==> src/track_position_predictor_defines.svh <==
// Assertion macros for the track position predictor.
// Included by the top level; no other dependencies.
`ifndef TRACK_POSITION_PREDICTOR_DEFINES_SVH
`define TRACK_POSITION_PREDICTOR_DEFINES_SVH
`ifndef SYNTHESIS
`define TPP_ASSERT(lbl, clk, rst, prop) \
  lbl: assert property (@(posedge clk) disable iff (rst) (prop)) \
    else $error("track_position_predictor: check failed");
`define TPP_ASSERT_NEXT(lbl, clk, rst, ante, cons) \
  lbl: assert property (@(posedge clk) disable iff (rst) (ante) |=> (cons)) \
    else $error("track_position_predictor: check failed");
`else
`define TPP_ASSERT(lbl, clk, rst, prop)
`define TPP_ASSERT_NEXT(lbl, clk, rst, ante, cons)
`endif
`endif

==> src/tpp_pkg.sv <==
// Shared constants, types and small tables of the track position predictor.
// No dependencies.
`default_nettype none
package tpp_pkg;

  localparam int COORD_BITS = 12;
  localparam int CW         = COORD_BITS + 1;   // centre width
  localparam int DEPTH      = 5;                // centres held, newest included
  localparam int HIST_CELLS = DEPTH - 1;        // older centres kept in cells
  localparam int CNT_W      = 3;
  localparam int SUM_W      = CW + 2;           // sum of four centres
  localparam int NUM_W      = CW + 3;           // rounding numerator
  localparam int PRED_W     = 15;
  localparam int EXT_W      = (CW + 4 > PRED_W + 1) ? CW + 4 : PRED_W + 1;
  localparam int PRED_MAX   = 2 ** (PRED_W - 1) - 1;
  localparam int PRED_MIN   = -(2 ** (PRED_W - 1));

  // floor(2^NUM_W / (2*div)) for each divisor
  localparam logic [NUM_W-1:0] RECIP_BY_2  = NUM_W'((1 << NUM_W) / 2);
  localparam logic [NUM_W-1:0] RECIP_BY_6  = NUM_W'((1 << NUM_W) / 6);
  localparam logic [NUM_W-1:0] RECIP_BY_12 = NUM_W'((1 << NUM_W) / 12);
  localparam logic [NUM_W-1:0] RECIP_BY_20 = NUM_W'((1 << NUM_W) / 20);

  typedef logic [CW-1:0]    center_t;
  typedef logic [CNT_W-1:0] count_t;
  typedef logic [SUM_W-1:0] csum_t;

  typedef struct packed {
    logic s1;
    logic s2;
    logic s3;
    logic s4;
  } stage_en_t;

  // Divisor n*(n-1)/2, taken as 1 for a single centre.
  function automatic logic [NUM_W-1:0] half_div(input count_t n);
    logic [NUM_W-1:0] d;
    unique case (n)
      count_t'(3): d = NUM_W'(3);
      count_t'(4): d = NUM_W'(6);
      count_t'(5): d = NUM_W'(10);
      default:     d = NUM_W'(1);
    endcase
    return d;
  endfunction

  function automatic logic [NUM_W-1:0] twice_div(input count_t n);
    return half_div(n) << 1;
  endfunction

  function automatic logic [NUM_W-1:0] recip(input count_t n);
    logic [NUM_W-1:0] m;
    unique case (n)
      count_t'(3): m = RECIP_BY_6;
      count_t'(4): m = RECIP_BY_12;
      count_t'(5): m = RECIP_BY_20;
      default:     m = RECIP_BY_2;
    endcase
    return m;
  endfunction

endpackage
`default_nettype wire

==> src/tpp_cell.sv <==
// One history cell: holds an older centre pair and adds it to the running sums.
// Depends on tpp_pkg.
`default_nettype none
module tpp_cell (
  input  wire logic            clk,
  input  wire logic            shift,
  input  wire tpp_pkg::center_t x_in,
  input  wire tpp_pkg::center_t y_in,
  input  wire logic            active,
  input  wire tpp_pkg::csum_t  sum_x_in,
  input  wire tpp_pkg::csum_t  sum_y_in,
  output tpp_pkg::center_t     x,
  output tpp_pkg::center_t     y,
  output tpp_pkg::csum_t       sum_x,
  output tpp_pkg::csum_t       sum_y
);
  import tpp_pkg::*;

  // advance the history by one place on every accepted item
  always_ff @(posedge clk) begin
    if (shift) begin
      x <= x_in;
      y <= y_in;
    end
  end

  assign sum_x = sum_x_in + (active ? csum_t'(x) : '0);
  assign sum_y = sum_y_in + (active ? csum_t'(y) : '0);

endmodule
`default_nettype wire

==> src/tpp_axis.sv <==
// Prediction pipeline for one axis: weighted delta sum, rounded division, clamp.
// Depends on tpp_pkg.
`default_nettype none
module tpp_axis (
  input  wire logic                 clk,
  input  wire tpp_pkg::stage_en_t   en,
  input  wire tpp_pkg::center_t     center,
  input  wire tpp_pkg::csum_t       older,
  input  wire tpp_pkg::count_t      n,
  output tpp_pkg::center_t          center_q,
  output logic signed [tpp_pkg::PRED_W-1:0] predicted
);
  import tpp_pkg::*;

  center_t          c1, c2, c3;
  csum_t            older1;
  count_t           n1, n2, n3;
  csum_t            scaled;
  logic signed [NUM_W-1:0] total;
  logic             neg, neg2, neg3;
  logic [NUM_W-1:0] mag, num, num2, num3;
  logic [2*NUM_W-1:0] prod, back;
  logic [NUM_W-1:0] q0, rem, quo;
  logic signed [EXT_W-1:0] offset, p_full;
  logic signed [PRED_W-1:0] p_sat;

  // stage 1: (n-1)*newest - sum of older centres, then sign and magnitude
  assign scaled = csum_t'(c1) * csum_t'(n1 - count_t'(1));
  assign total  = $signed({1'b0, scaled}) - $signed({1'b0, older1});
  assign neg    = total[NUM_W-1];
  assign mag    = neg ? NUM_W'(-total) : NUM_W'(total);
  assign num    = (mag << 1) + half_div(n1);

  // stage 2: reciprocal multiply, low by at most one
  assign prod = {{NUM_W{1'b0}}, num2} * {{NUM_W{1'b0}}, recip(n2)};

  // stage 3: correct the quotient, apply sign, clamp
  assign back   = {{NUM_W{1'b0}}, q0} * {{NUM_W{1'b0}}, twice_div(n3)};
  assign rem    = num3 - back[NUM_W-1:0];
  assign quo    = (rem >= twice_div(n3)) ? q0 + NUM_W'(1) : q0;
  assign offset = neg3 ? -$signed(EXT_W'(quo)) : $signed(EXT_W'(quo));
  assign p_full = $signed(EXT_W'(c3)) + offset;

  always_comb begin
    if (p_full > $signed(EXT_W'(PRED_MAX))) begin
      p_sat = PRED_W'(PRED_MAX);
    end else if (p_full < $signed(EXT_W'(PRED_MIN))) begin
      p_sat = PRED_W'(PRED_MIN);
    end else begin
      p_sat = PRED_W'(p_full);
    end
  end

  always_ff @(posedge clk) begin
    if (en.s1) begin
      c1     <= center;
      older1 <= older;
      n1     <= n;
    end
    if (en.s2) begin
      c2   <= c1;
      n2   <= n1;
      num2 <= num;
      neg2 <= neg;
    end
    if (en.s3) begin
      c3   <= c2;
      n3   <= n2;
      num3 <= num2;
      neg3 <= neg2;
      q0   <= prod[2*NUM_W-1:NUM_W];
    end
    if (en.s4) begin
      center_q  <= c3;
      predicted <= p_sat;
    end
  end

endmodule
`default_nettype wire

==> src/track_position_predictor.sv <==
// Track position predictor top level: centre history cells and two axis pipelines.
// Depends on tpp_pkg, tpp_cell, tpp_axis and track_position_predictor_defines.svh.
//
// Takes one bounding box per transfer and returns one result per box: the box
// centre ((2*left+width)/2, truncated), the predicted next centre and the number
// of centres the prediction used (1 to 5). The prediction is the newest centre
// plus the weighted mean of recent centre-to-centre steps (weights 1..n-1, newest
// heaviest), rounded half away from zero and clamped to the 15-bit signed range.
// A box with new_track set, or the first box after reset, starts a fresh track. The
// history is a row of four cells, newest first, that advance one place on each
// accepted box; their masked sum feeds the first pipeline stage. A box may be
// accepted every cycle while box_stall is low. Its result passes through stage 1
// weighting, stage 2 reciprocal multiply, stage 3 correction and clamp and stage 4
// output register, and waits there while result_stall holds the output. Each stage
// holds or advances on its own, so empty stages fill while a result waits.
`default_nettype none
module track_position_predictor (
  input  wire logic                              clk,
  input  wire logic                              rst,
  input  wire logic                              box_valid,
  output logic                                   box_stall,
  input  wire logic                              new_track,
  input  wire logic [tpp_pkg::COORD_BITS-1:0]    box_left,
  input  wire logic [tpp_pkg::COORD_BITS-1:0]    box_top,
  input  wire logic [tpp_pkg::COORD_BITS-1:0]    box_width,
  input  wire logic [tpp_pkg::COORD_BITS-1:0]    box_height,
  output logic                                   result_valid,
  input  wire logic                              result_stall,
  output tpp_pkg::center_t                       center_x,
  output tpp_pkg::center_t                       center_y,
  output logic signed [tpp_pkg::PRED_W-1:0]      predicted_x,
  output logic signed [tpp_pkg::PRED_W-1:0]      predicted_y,
  output tpp_pkg::count_t                        points_held
);
  import tpp_pkg::*;

`include "track_position_predictor_defines.svh"

  stage_en_t en;
  logic      v1, v2, v3, v4;
  logic      accept;
  count_t    cnt, n_new, kept;
  count_t    n1, n2, n3;
  logic      start;
  logic [CW:0] sum_cx, sum_cy;
  center_t   cx, cy;

  center_t   hx [HIST_CELLS];
  center_t   hy [HIST_CELLS];
  csum_t     sx [HIST_CELLS+1];
  csum_t     sy [HIST_CELLS+1];

  // Each stage advances when it is empty or the stage after it advances.
  assign en.s4  = !v4 || !result_stall;
  assign en.s3  = !v3 || en.s4;
  assign en.s2  = !v2 || en.s3;
  assign en.s1  = !v1 || en.s2;
  assign box_stall = !en.s1;
  assign accept    = box_valid && en.s1;
  assign result_valid = v4;

  // Centre of this box; drop the half pixel.
  assign sum_cx = {1'b0, box_left, 1'b0} + (CW+1)'(box_width);
  assign sum_cy = {1'b0, box_top,  1'b0} + (CW+1)'(box_height);
  assign cx     = sum_cx[CW:1];
  assign cy     = sum_cy[CW:1];

  // Count after this box: restart, grow, or stay saturated.
  assign start = new_track || (cnt == '0);
  always_comb begin
    if (start) begin
      n_new = count_t'(1);
    end else if (cnt >= count_t'(DEPTH)) begin
      n_new = count_t'(DEPTH);
    end else begin
      n_new = cnt + count_t'(1);
    end
  end
  assign kept = n_new - count_t'(1);   // older centres that join the prediction

  // History row, newest first; the first cell takes this box's centre.
  assign sx[0] = '0;
  assign sy[0] = '0;
  for (genvar j = 0; j < HIST_CELLS; j++) begin : g_cell
    center_t xin, yin;
    if (j == 0) begin : g_head
      assign xin = cx;
      assign yin = cy;
    end else begin : g_body
      assign xin = hx[j-1];
      assign yin = hy[j-1];
    end
    tpp_cell u_cell (
      .clk      (clk),
      .shift    (accept),
      .x_in     (xin),
      .y_in     (yin),
      .active   (count_t'(j) < kept),
      .sum_x_in (sx[j]),
      .sum_y_in (sy[j]),
      .x        (hx[j]),
      .y        (hy[j]),
      .sum_x    (sx[j+1]),
      .sum_y    (sy[j+1])
    );
  end

  tpp_axis u_axis_x (
    .clk       (clk),
    .en        (en),
    .center    (cx),
    .older     (sx[HIST_CELLS]),
    .n         (n_new),
    .center_q  (center_x),
    .predicted (predicted_x)
  );

  tpp_axis u_axis_y (
    .clk       (clk),
    .en        (en),
    .center    (cy),
    .older     (sy[HIST_CELLS]),
    .n         (n_new),
    .center_q  (center_y),
    .predicted (predicted_y)
  );

  // Control state: valid bits and the track length.
  always_ff @(posedge clk) begin
    if (rst) begin
      v1  <= 1'b0;
      v2  <= 1'b0;
      v3  <= 1'b0;
      v4  <= 1'b0;
      cnt <= '0;
    end else begin
      if (en.s1) v1 <= box_valid;
      if (en.s2) v2 <= v1;
      if (en.s3) v3 <= v2;
      if (en.s4) v4 <= v3;
      if (accept) cnt <= n_new;
    end
  end

  // Centre count travels alongside the axis pipelines.
  always_ff @(posedge clk) begin
    if (en.s1) n1 <= n_new;
    if (en.s2) n2 <= n1;
    if (en.s3) n3 <= n2;
    if (en.s4) points_held <= n3;
  end

  `TPP_ASSERT(a_cnt_range, clk, rst, cnt <= count_t'(DEPTH))
  `TPP_ASSERT_NEXT(a_restart, clk, rst, accept && new_track, cnt == count_t'(1))
  `TPP_ASSERT(a_held, clk, rst, !v4 || (points_held != '0 && points_held <= count_t'(DEPTH)))
  `TPP_ASSERT_NEXT(a_stage_moves, clk, rst, v1 && en.s2, v2)

endmodule
`default_nettype wire
==> config.mk <==
export PLATFORM = sky130hd
export DESIGN_NAME = track_position_predictor
export DESIGN_NICKNAME = d
export VERILOG_FILES = /design/src/tpp_pkg.sv /design/src/tpp_cell.sv /design/src/tpp_axis.sv /design/src/track_position_predictor.sv
export VERILOG_INCLUDE_DIRS = /design/src /design/src/src
export SDC_FILE = /design/constraint.sdc
export NUM_CORES = 2
export LEC_CHECK = 0
export ABC_AREA = 1
export BUFFER_PORTS_ARGS = -buffer_cell sky130_fd_sc_hd__clkbuf_2
export CAP_MARGIN = 15
export CORE_MARGIN = 2
export CORE_UTILIZATION = 55
export DETAILED_ROUTE_END_ITERATION = 8
export PLACE_DENSITY = 0.79
export SYNTH_ARGS = -nofsm -noshare
export SYNTH_HDL_FRONTEND = slang
export SYNTH_HIERARCHICAL = 1
export SYNTH_SLANG_ARGS = --single-unit
==> constraint.sdc <==
create_clock -name clk -period 9.82 [get_ports clk]
set_input_delay 0.982 -clock clk [delete_from_list [all_inputs] [get_ports clk]]
set_output_delay 0.982 -clock clk [all_outputs]
set_load 0.02 [all_outputs]
==> impl_metrics.py <==
metrics = {
    "worst_hold_path": {
        "hold_depth": 0,
        "hold_class": "reg -> reg",
    },
    "setup_path": {
        "max_stage_delay_ns": 0.54,
        "crit_type": "reg -> reg",
        "crit_top_cell": "a21oi_1",
        "cp-end-kind": "flip-flop",
        "critPathTopFamily": "simple AND/OR/NAND/NOR gates",
        "ff2ff_path_depth": 57,
        "crit_buf_inv": 9,
        "cp.required_ns": 10.15,
        "worst-path-stages": 57,
        "cp-start-kind": "flip-flop",
        "worst_ep_arrival_time_ns": 9.48,
        "cp_max_fo": 19,
        "crit_slowest_cell": "fa_1",
    },
    "yosys": {
        "avgSynthCellArea_um2": 8.23,
        "synth-edff-count": 398,
        "synthCells": 5989,
        "synth_ff_type": "edfxtp_1",
        "ys_warn_count": 6,
        "synth_area_um2": 49300,
        "ys_async_sr_fraction_pct": 0,
        "ys_types": 60,
        "yosysSeqAreaShare_pct": 24.5,
        "synth-seq-cells": 405,
    },
    "drt": {
        "drt_iter0_drc": 2900,
        "vias": 38100,
        "drt_wl_total_mm": 117,
        "ant_nets": 0,
        "via_per_inst": 5.18,
        "avgRoutedWirePerCell_um": 15.8,
        "drc": 0,
        "first_pass_iters": 8,
    },
    "power_and_ir_drop": {
        "cell_internal_pwr_mw": 7.34,
        "powerDensity_nw_per_um2": 285,
        "clkPwrFrac_pct": 11.9,
        "p_total_mw": 15.1,
        "irDropWorstVdd_v": 0.000362,
        "p_sw_share_pct": 51.3,
        "p_seq_share_pct": 20.9,
        "p_switching_mw": 7.73,
        "p_leak_nw": 29.1,
        "power_frac_comb_pct": 67.1,
    },
    "timing": {
        "report.final.slew_viol_count": 0,
        "fmax_mhz": 109,
        "slew_headroom_pct": 21.9,
        "setup_ws_ns": 0.667,
        "tns_ns": 0,
        "period_minus_slack_ns": 9.15,
        "setup_viol": 0,
        "clock_skew_ns": 0.0338,
        "min_period_over_period_pct": 93.2,
        "hold_viol": 0,
        "tightest_slew_ns": 1.17,
    },
    "grt": {
        "antenna_found_initial": 3,
        "globalRouteTotalUtil_pct": 25.9,
        "grt_max_degree": 71,
        "grt_overflow_total": 0,
        "busiest_layer": "met2",
        "use_met2_pct": 42.7,
        "grt_pass1_vias": 37900,
        "grt_use_met3_pct": 5.10,
        "grt_pass1_wl_mm": 190,
        "met1_usage_pct": 34.8,
    },
    "finish": {
        "area_growth_pct": 7.53,
        "final_cell_mix": "inv_1 (1,458), nand2_1 (1,248), ha_1 (551), nor2_1 (521), fa_1 (466)",
        "multiInputGateArea_um2": 31600,
        "fin_nets": 7225,
        "diodes": 0,
        "fill_cells": 7630,
        "fin_area_um2": 53000,
        "fin_cells": 7355,
        "drive_above_1_share_pct": 7.54,
        "seq_area_um2": 12100,
        "layout_commonest_cell": "inv_1",
    },
    "placed_design": {
        "portBuffers": 111,
        "pre_cts_ws_ns": 0.216,
        "finalWeightedCongestion": 0.980,
        "placed_area_um2": 51300,
        "dpl.cell_count": 7265,
        "dp_hpwl_mm": 96.8,
    },
    "run": {
        "cap_violations": 0,
    },
    "floorplanning": {
        "die_area_um2": 92000,
        "io_pins": 114,
        "initial_utilization_pct": 55.6,
        "core_area_um2": 88600,
        "die_h_um": 303,
        "fp-row-count": 109,
        "die_w_um": 303,
    },
    "cts": {
        "clk_pin_slew_ns": 0.06,
        "root_buffer": "clkbuf_16",
        "cts_inserted_buffers": 45,
        "cts.path.max_buffers": 3,
        "clkLatencyLatePin_ns": 0.60,
        "cts_tree": "done",
        "cts.sinks": 405,
        "htreeDepth": 2,
    },
    "run_status": {
        "outcome": "completed",
    },
}
sequential cells by signal, indices dropped and copies added, names as in the netlist, 15 cells and up:
name                count
g_cell.u_cell/x        52
g_cell.u_cell/y        52
u_axis_x/num2          16
u_axis_x/num3          16
u_axis_x/q0            16
u_axis_y/num2          16
u_axis_y/num3          16
u_axis_y/q0            16
u_axis_x/older1        15
u_axis_x/predicted     15
u_axis_y/older1        15
u_axis_y/predicted     15
per-layer routing:
layer | wire length (um) | vias to the layer above
met2 | 53700 | 1207
met5 | 0 | -
met3 | 9360 | 197
met1 | 50200 | 17900
li1 | - | 18700
met4 | 3310 | 0
final cells by class:
| class | instances | share of cell area (%) |
|---|---|---|
| inverter | 1484 | 10.5 |
| timing repair buffer | 135 | 1.40 |
| tap | 1165 | 2.75 |
| sequential | 405 | 22.8 |
| clock buffer | 50 | 2.20 |
| multi-input combinational | 4084 | 59.5 |
| clock inverter | 32 | 0.758 |
per-stage QoR:
step,util (%),hold WS (ns)
6_report,59.8,0.413
5_1_grt,59.8,0.420
4_1_cts,59.6,0.411
3_5_place_dp,57.8,0.405
3_3_place_gp,57.8,0.402
2_1_floorplan,-,0.400
path summary, 6_finish.rpt:
kind              slack [ns]               endpoint           start
setup / recovery        0.67  u_axis_x/predicted[7]  u_axis_x/n3[2]
hold / removal          0.41         u_axis_x/c3[5]  u_axis_x/c2[5]
setup reg to reg        0.67  u_axis_x/predicted[7]  u_axis_x/n3[2]
hold reg to reg         0.41         u_axis_x/c3[5]  u_axis_x/c2[5]
cells in the mapped netlist, types with 3 or more instances:
library cell	n	area, um2
a21boi_0	3	22.5
inv_2	22	82.6
nand3_2	30	300
nand2_1	1250	4690
o21ai_2	7	61.3
fa_1	466	9330
nand2_4	9	101
nor3_2	14	140
buf_2	12	60.1
nand3b_1	14	105
a21oi_2	13	114
o21bai_1	25	188
buf_6	6	67.6
or2_0	5	31.3
nor3_1	30	150
nand3_1	212	1060
nand4_1	77	482
nor2_4	10	113
o31ai_1	9	67.6
xnor2_1	76	666
ha_1	551	6890
a21oi_1	237	1190
or2_2	9	56.3
nor2_2	16	100
o21ai_0	65	325
a221oi_1	3	26.3
a211oi_1	4	30.0
inv_1	1461	5480
nand2_2	106	663
nor4_1	8	50.1
a21o_1	12	90.1
edfxtp_1	398	12000
nor2_1	522	1960
o21a_1	4	30.0
xor2_1	230	2010
o21ai_1	4	20.0
dfxtp_1	7	140
clkbuf_1	32	120
power groups by stage:
stage | clock network [mW] | registers, mW | logic, mW
6_report | 1.80 | 3.15 | 10.1
5_1_grt | 1.89 | 3.19 | 11.5
4_1_cts | 1.84 | 3.14 | 9.92
3_5_place_dp | 0 | 3.16 | 9.81
3_3_place_gp | 0 | 3.16 | 9.52
2_1_floorplan | 0 | 2.98 | 7.63
kinds of logic (layout without fill, tap and decap cells):
kind of cell | Yosys count | after routing | synth area share, %
other cells | 1 | 40 | 0.00761
flops | 405 | 405 | 24.5
compound gates | 395 | 395 | 4.57
simple gates | 2326 | 2326 | 20.6
xor+xnor | 306 | 306 | 5.44
buf+inv | 1539 | 1701 | 11.9
fa+ha+maj | 1017 | 1017 | 32.9
repair_timing:
| item | 4_1_cts | 5_1_grt |
|---|---|---|
| endpoints found under the setup margin | 0 | 30 |
| gates resized for setup | 0 | 29 |
| setup buffers | 0 | 8 |
| hold buffers | 0 | 0 |
Power figures use the tool's default switching activity.
